[config.mk]
export PLATFORM = sky130hd
export DESIGN_NAME = three_wire_serial_rtc_master
export DESIGN_NICKNAME = d
export VERILOG_FILES = /design/src/rtl/twsrtc_pkg.sv /design/src/rtl/twsrtc_step.sv /design/src/rtl/three_wire_serial_rtc_master.sv
export VERILOG_INCLUDE_DIRS = /design/src /design/src/rtl
export SDC_FILE = /design/constraint.sdc
export NUM_CORES = 1
export LEC_CHECK = 0
export BUFFER_PORTS_ARGS = -buffer_cell sky130_fd_sc_hd__buf_2
export CORE_ASPECT_RATIO = 0.7
export CORE_UTILIZATION = 30
export CTS_BUF_LIST = sky130_fd_sc_hd__clkbuf_8 sky130_fd_sc_hd__clkbuf_16
export DETAILED_ROUTE_END_ITERATION = 6
export PLACE_DENSITY = 0.57
export SKIP_LAST_GASP = 1
export SLEW_MARGIN = 15
export SYNTH_ARGS = -nofsm -noshare
export SYNTH_HDL_FRONTEND = slang
export SYNTH_SLANG_ARGS = --single-unit
[constraint.sdc]
create_clock -name clk_i -period 4.3 [get_ports clk_i]
set_input_delay 0 -clock clk_i [delete_from_list [all_inputs] [get_ports clk_i]]
set_output_delay 0 -clock clk_i [all_outputs]
set_load 0.01 [all_outputs]
[src/rtl/three_wire_serial_rtc_master_defines.svh]
// Assertion macros shared by the serial clock-chip master.
`ifndef THREE_WIRE_SERIAL_RTC_MASTER_DEFINES_SVH
`define THREE_WIRE_SERIAL_RTC_MASTER_DEFINES_SVH

// A condition that must hold at every clock edge outside reset.
`define TWSRTC_ASSERT_ALWAYS(label, cond, msg) \
  label: assert property (@(posedge clk_i) disable iff (!rst_ni) (cond)) \
    else $error(msg);

// A condition that must hold in the cycle after its trigger.
`define TWSRTC_ASSERT_NEXT(label, ante, cons, msg) \
  label: assert property (@(posedge clk_i) disable iff (!rst_ni) (ante) |=> (cons)) \
    else $error(msg);

`endif

[src/rtl/twsrtc_pkg.sv]
`timescale 1ns / 1ps
package twsrtc_pkg;

  localparam int unsigned BitsTotal   = 16;
  localparam int unsigned HalvesTotal = 2 * BitsTotal;
  localparam int unsigned StepW       = 6;
  localparam int unsigned ShiftW      = 16;
  localparam int unsigned ByteW       = 8;
  // The read phase starts after the eight address bits.
  localparam int unsigned ReadStartBit = 8;

  typedef enum logic [1:0] {
    CMD_TICK  = 2'd0,
    CMD_WRITE = 2'd1,
    CMD_READ  = 2'd2
  } cmd_e;

  typedef struct packed {
    logic              active;
    logic              is_read;
    logic [StepW-1:0]  half_step;
    logic [ShiftW-1:0] out_shift;
    logic [ByteW-1:0]  in_accum;
    logic              clock_level;
    logic [ByteW-1:0]  last_read;
  } state_t;

  typedef struct packed {
    logic             serial_clock;
    logic             data_out;
    logic             data_drive;
    logic             chip_enable;
    logic             busy_res;
    logic             done_res;
    logic [ByteW-1:0] read_raw;
    logic [ByteW-1:0] read_value;
  } result_t;

endpackage

[src/rtl/twsrtc_step.sv]
`timescale 1ns / 1ps
module twsrtc_step import twsrtc_pkg::*; (
  input  state_t           state_i,
  input  logic [1:0]       cmd_i,
  input  logic [ByteW-1:0] address_i,
  input  logic [ByteW-1:0] write_data_i,
  input  logic             data_in_i,
  output state_t           state_o,
  output result_t          result_o
);

  logic             low_phase;
  logic             reading;
  logic             ending;
  logic [ByteW-1:0] hi_nib;
  logic [ByteW-1:0] lo_nib;

  assign low_phase = ~state_i.half_step[0];
  assign ending    = state_i.half_step >= StepW'(HalvesTotal);
  assign reading   = state_i.is_read &&
                     (state_i.half_step[StepW-1:1] >= (StepW-1)'(ReadStartBit));

  always_comb begin
    state_o               = state_i;
    result_o              = '0;
    if (state_i.active) begin
      if (ending) begin
        state_o.active      = 1'b0;
        state_o.clock_level = 1'b0;
        state_o.half_step   = '0;
        if (state_i.is_read) begin
          state_o.last_read = state_i.in_accum;
        end
        result_o.done_res   = 1'b1;
      end else begin
        result_o.chip_enable = 1'b1;
        result_o.busy_res    = 1'b1;
        if (reading) begin
          if (low_phase) begin
            state_o.in_accum = {data_in_i, state_i.in_accum[ByteW-1:1]};
          end
        end else begin
          result_o.data_drive = 1'b1;
          result_o.data_out   = state_i.out_shift[0];
          if (!low_phase) begin
            state_o.out_shift = state_i.out_shift >> 1;
          end
        end
        state_o.clock_level = ~low_phase;
        state_o.half_step   = state_i.half_step + StepW'(1);
      end
    end else begin
      case (cmd_i)
        CMD_WRITE, CMD_READ: begin
          state_o.active      = 1'b1;
          state_o.is_read     = (cmd_i == CMD_READ);
          state_o.half_step   = '0;
          state_o.out_shift   = (cmd_i == CMD_READ) ? {{ByteW{1'b0}}, address_i}
                                                    : {write_data_i, address_i};
          state_o.in_accum    = '0;
          state_o.clock_level = 1'b0;
          result_o.chip_enable = 1'b1;
          result_o.busy_res    = 1'b1;
          result_o.data_drive  = 1'b1;
        end
        default: begin
        end
      endcase
    end

    result_o.serial_clock = state_o.clock_level;
    result_o.read_raw     = state_o.last_read;
    // tens * 10 + units, built as tens * 8 + tens * 2 + units.
    hi_nib                = {4'd0, state_o.last_read[7:4]};
    lo_nib                = {4'd0, state_o.last_read[3:0]};
    result_o.read_value   = (hi_nib << 3) + (hi_nib << 1) + lo_nib;
  end

endmodule

[src/rtl/three_wire_serial_rtc_master.sv]
`timescale 1ns / 1ps
// Each result is registered when its tick request is taken and appears on the master side in the next cycle.
// Throughput: one tick per clock cycle while the master side does not stall, set by the single registered step logic.
// The output register frees the slave side whenever the master side takes or holds no result.
// Reset: rst_ni low clears the link state to idle, clock low, and the read byte to zero.
`include "three_wire_serial_rtc_master_defines.svh"
module three_wire_serial_rtc_master import twsrtc_pkg::*; (
  input  logic        clk_i,
  input  logic        rst_ni,
  input  logic        s_axis_tvalid,
  output logic        s_axis_tready,
  // [7:0] address, [15:8] write_data, [16] data_in, [23:17] zero
  input  logic [23:0] s_axis_tdata,
  // [1:0] cmd
  input  logic [1:0]  s_axis_tuser,
  output logic        m_axis_tvalid,
  input  logic        m_axis_tready,
  // [0] serial_clock, [1] data_out, [2] data_drive, [3] chip_enable, [4] busy_res,
  // [5] done_res, [13:6] read_raw, [21:14] read_value, [23:22] zero
  output logic [23:0] m_axis_tdata
);

  state_t  state_q, state_d;
  result_t result_d, result_q;
  logic    m_valid_q;
  logic    s_accept;

  assign s_axis_tready = ~m_valid_q | m_axis_tready;
  assign s_accept      = s_axis_tvalid & s_axis_tready;

  twsrtc_step u_step (
    .state_i      (state_q),
    .cmd_i        (s_axis_tuser),
    .address_i    (s_axis_tdata[7:0]),
    .write_data_i (s_axis_tdata[15:8]),
    .data_in_i    (s_axis_tdata[16]),
    .state_o      (state_d),
    .result_o     (result_d)
  );

  always_ff @(posedge clk_i or negedge rst_ni) begin
    if (!rst_ni) begin
      state_q   <= '0;
      m_valid_q <= 1'b0;
    end else begin
      if (s_accept) begin
        state_q <= state_d;
      end
      if (s_accept) begin
        m_valid_q <= 1'b1;
      end else if (m_axis_tready) begin
        m_valid_q <= 1'b0;
      end
    end
  end

  always_ff @(posedge clk_i) begin
    if (s_accept) begin
      result_q <= result_d;
    end
  end

  assign m_axis_tvalid = m_valid_q;
  assign m_axis_tdata  = {2'b00, result_q.read_value, result_q.read_raw, result_q.done_res,
                          result_q.busy_res, result_q.chip_enable, result_q.data_drive,
                          result_q.data_out, result_q.serial_clock};

  `TWSRTC_ASSERT_ALWAYS(a_idle_step_zero, state_q.active || (state_q.half_step == '0), "idle master holds a nonzero half step")
  `TWSRTC_ASSERT_ALWAYS(a_step_bound, state_q.half_step <= StepW'(HalvesTotal), "half step ran past the end of the transfer")
  `TWSRTC_ASSERT_NEXT(a_read_start, s_accept && !state_q.active && (s_axis_tuser == CMD_READ), state_q.active && state_q.is_read && (state_q.in_accum == '0), "read request did not start a read transfer")
  `TWSRTC_ASSERT_NEXT(a_end_idle, s_accept && state_q.active && (state_q.half_step == StepW'(HalvesTotal)), !state_q.active && m_valid_q && result_q.done_res, "ending tick did not return to idle with done")

endmodule
==> flow_metrics.env <==
export IMPL_drv_slew=0
export IMPL_wl_per_cell_um=13.6
export IMPL_synth_top_area_share_pct=34.9
export IMPL_regToRegEndpoint="m_axis_tdata[20]"
export IMPL_grt_pass1_wl_um=10300
export IMPL_end_kind="register"
export IMPL_track_usage_pct=13.2
export IMPL_fin_area_mm2=0.00376
export IMPL_die_w_um=122
export IMPL_postSynthAreaPerCell_um2=12.3
export IMPL_globalplace_congestion=0.740
export IMPL_synthArstFlopShare_pct=67.7
export IMPL_cts_num_sinks=62
export IMPL_io_buffers=46
export IMPL_drc_errors=0
export IMPL_worstPathArrival_ps=3080
export IMPL_synthFlopType="dfrtp_1"
export IMPL_place_hpwl_um=3830
export IMPL_rr_worst_depth=8
export IMPL_finalPower_mw=2.01
export IMPL_rsz0062_at_grt="false"
export IMPL_fin_tns_setup_ps=0
export IMPL_critPathKind="register to register"
export IMPL_startpoint="state_q[38]"
export IMPL_finalHoldViolCount=0
export IMPL_synthDistinctLibCells=44
export IMPL_drive_gt1_share_pct=32.6
export IMPL_worst_pin_slew_ps=973
export IMPL_clockBufferDepth=2
export IMPL_hold_path_class="input pin to register"
export IMPL_drv_cap=0
export IMPL_antenna_found_initial=0
export IMPL_r2r_start="state_q[38]"
export IMPL_period_minus_slack_ps=3000
export IMPL_wl_um=5820
export IMPL_drtAntennaViolNets=0
export IMPL_seq_area_frac_synth_pct=54.9
export IMPL_rows=30
export IMPL_ys_top_cells_by_area="dfrtp_1, edfxtp_1, mux2_2"
export IMPL_fp_coreArea_mm2=0.00972
export IMPL_hp_start="s_axis_tdata[7]"
export IMPL_die_height_um=85.8
export IMPL_p_per_area_mw_per_mm2=535
export IMPL_clock_latency_ps=330
export IMPL_path_max_fanout=8
export IMPL_h_tree_depth=3
export IMPL_cp_top_family="adder cells"
export IMPL_synth_top_cell_by_area="dfrtp_1"
export IMPL_design_portCount=56
export IMPL_fin_crit_sh_pct=69.8
export IMPL_synth_cells=245
export IMPL_max_freq_ghz=0.333
export IMPL_finClkSkew_ps=3.98
export IMPL_clkTransAtPathRegs_ps=50
export IMPL_syn_to_final_growth_pct=25.0
export IMPL_cpMostUsedCell="fa_1"
export IMPL_outcome="complete, no violations"
export IMPL_syn_area_mm2=0.00301
export IMPL_required_ps=4380
export IMPL_placed_area_mm2=0.00333
export IMPL_synth_edf_count=20
export IMPL_nFillCells=942
export IMPL_holdPathEnd="state_q[24]"
export IMPL_yosys_warnings=0
export IMPL_path_cells="and2_1, nand2_4, mux2_2, fa_1, fa_1, a21o_1, a21oi_1, xor2_1"
export IMPL_maxSlewHeadroom_pct=35.1
export IMPL_ir_drop_mv=0.285
export IMPL_numCtsBuffers=9
export IMPL_n_antenna_cell=0
export IMPL_critPathLaunchType="register"
export IMPL_slowest_stage="fa_1"
export IMPL_nNetsFinal=337
export IMPL_slowest_delay_ps=520
export IMPL_fin_util_pct=38.7
export IMPL_grt_overflow=0
export IMPL_r2r_slack_ps=1300
export IMPL_drtPass1Iterations=4
export IMPL_cts_tree="done"
export IMPL_grt_pass1_vias=2013
export IMPL_drt_iter0_markers=116
export IMPL_yosys_register_bits=62
export IMPL_grt_start_max_net_pins=43
export IMPL_leakagePower_nw=1.73
export IMPL_finalSetupViolCount=0
export IMPL_cts_resized=0
export IMPL_start_util_pct=31.0
export IMPL_critical_path_buf_inv_count=0
export IMPL_hold_depth=3
export IMPL_die_area_mm2=0.0104
export IMPL_vias_per_cell=4.60
export IMPL_vias=1973
export IMPL_clock_root_buffer="clkbuf_16"
==> final cells by class <==
| cell class | count | area, um^2 | area share, % |
|---|---|---|---|
| Clock buffer | 11 | 253 | 6.72 |
| Sequential cell | 62 | 1650 | 43.9 |
| Inverter | 4 | 15.0 | 0.399 |
| Clock inverter | 5 | 129 | 3.42 |
| Multi-Input combinational cell | 167 | 1270 | 33.7 |
| Timing Repair Buffer | 52 | 288 | 7.65 |
| Tap cell | 128 | 160 | 4.26 |
==> flip-flops by register name, indices dropped and copies added (netlist names) <==
name           count
state_q           41
m_axis_tvalid      1
m_axis_tdata      20
==> synth_stat cells, types with 2 or more instances <==
| master | count |
|---|---|
| o2bb2ai_1 | 2 |
| mux2_1 | 4 |
| ha_1 | 9 |
| mux2_4 | 10 |
| and3_1 | 3 |
| a22o_1 | 8 |
| and2_1 | 2 |
| edfxtp_1 | 20 |
| inv_1 | 3 |
| nand2_1 | 34 |
| xor2_1 | 2 |
| clkbuf_1 | 5 |
| nor2b_1 | 8 |
| mux2_2 | 16 |
| nand2b_1 | 4 |
| a21oi_1 | 10 |
| a21o_1 | 3 |
| dfrtp_1 | 42 |
| nor2_1 | 6 |
| buf_4 | 6 |
| nand3_1 | 2 |
| fa_1 | 2 |
| o21ai_1 | 7 |
| o21ai_0 | 17 |
==> what timing repair did <==
action	in CTS	in global routing
hold endpoints to repair	46	0
hold buffers	5	0
setup buffers	0	0
==> worst min-delay path, stage by stage <==
cell and delay, ps:
buf_2 70, a22o_1 110, mux2_1 120
==> cell families (layout without fill, tap and decap cells) <==
logic type	after synthesis	in the layout	synth area share (%)
xor+xnor	3	3	0.873
simple gates	69	69	11.8
other cells	1	2	0.125
buf+inv	17	72	3.16
mux	31	31	13.2
flops	62	62	54.9
compound gates	51	51	10.9
fa+ha+maj	11	11	5.07
==> power by group <==
group,internal (mW),switching [mW]
clock,0.657,0.263
sequential,0.719,0.0710
combinational,0.175,0.130
==> through the flow <==
step | hold WS, ps | worst slack (ps) | std cells
after floorplan | -296 | 1360 | 246
after global placement | 207 | 1340 | 408
after detailed placement | 214 | 1310 | 408
after CTS | 0.604 | 1290 | 429
after global routing | 21.6 | 1160 | 429
final | 5.90 | 1300 | 429
==> metal layers <==
metal / vias to the layer above / track usage (%) / part of all wire (%)
li1: 969 / - / -
met1: 943 / 18.4 / 53
met5: - / 0 / 0
met4: 0 / 5.72 / 1.6
met2: 54 / 17.9 / 39
met3: 7 / 5.05 / 6.4
==> cells in the final DEF (no fill, tap or decap), drive strengths merged, types with 4 or more instances in the layout <==
cell / count
bufinv: 4
a22o: 8
nor2b: 8
ha: 9
clkbuf: 11
dfrtp: 42
inv: 4
nand2b: 4
dlygate4sd3: 5
edfxtp: 20
mux2: 30
o21ai: 24
nand2: 36
buf: 47
nor2: 8
a21oi: 10
==> how the worst max path moves through the flow <==
stage,slack (ps),to,cells after the start
after floorplan,1360,m_axis_tdata[20],10
after global placement,1340,m_axis_tdata[20],8
after detailed placement,1310,m_axis_tdata[20],8
after CTS,1290,m_axis_tdata[20],8
after global routing,1160,m_axis_tdata[20],8
final,1300,m_axis_tdata[20],8
(Power assumes the default switching activity.)
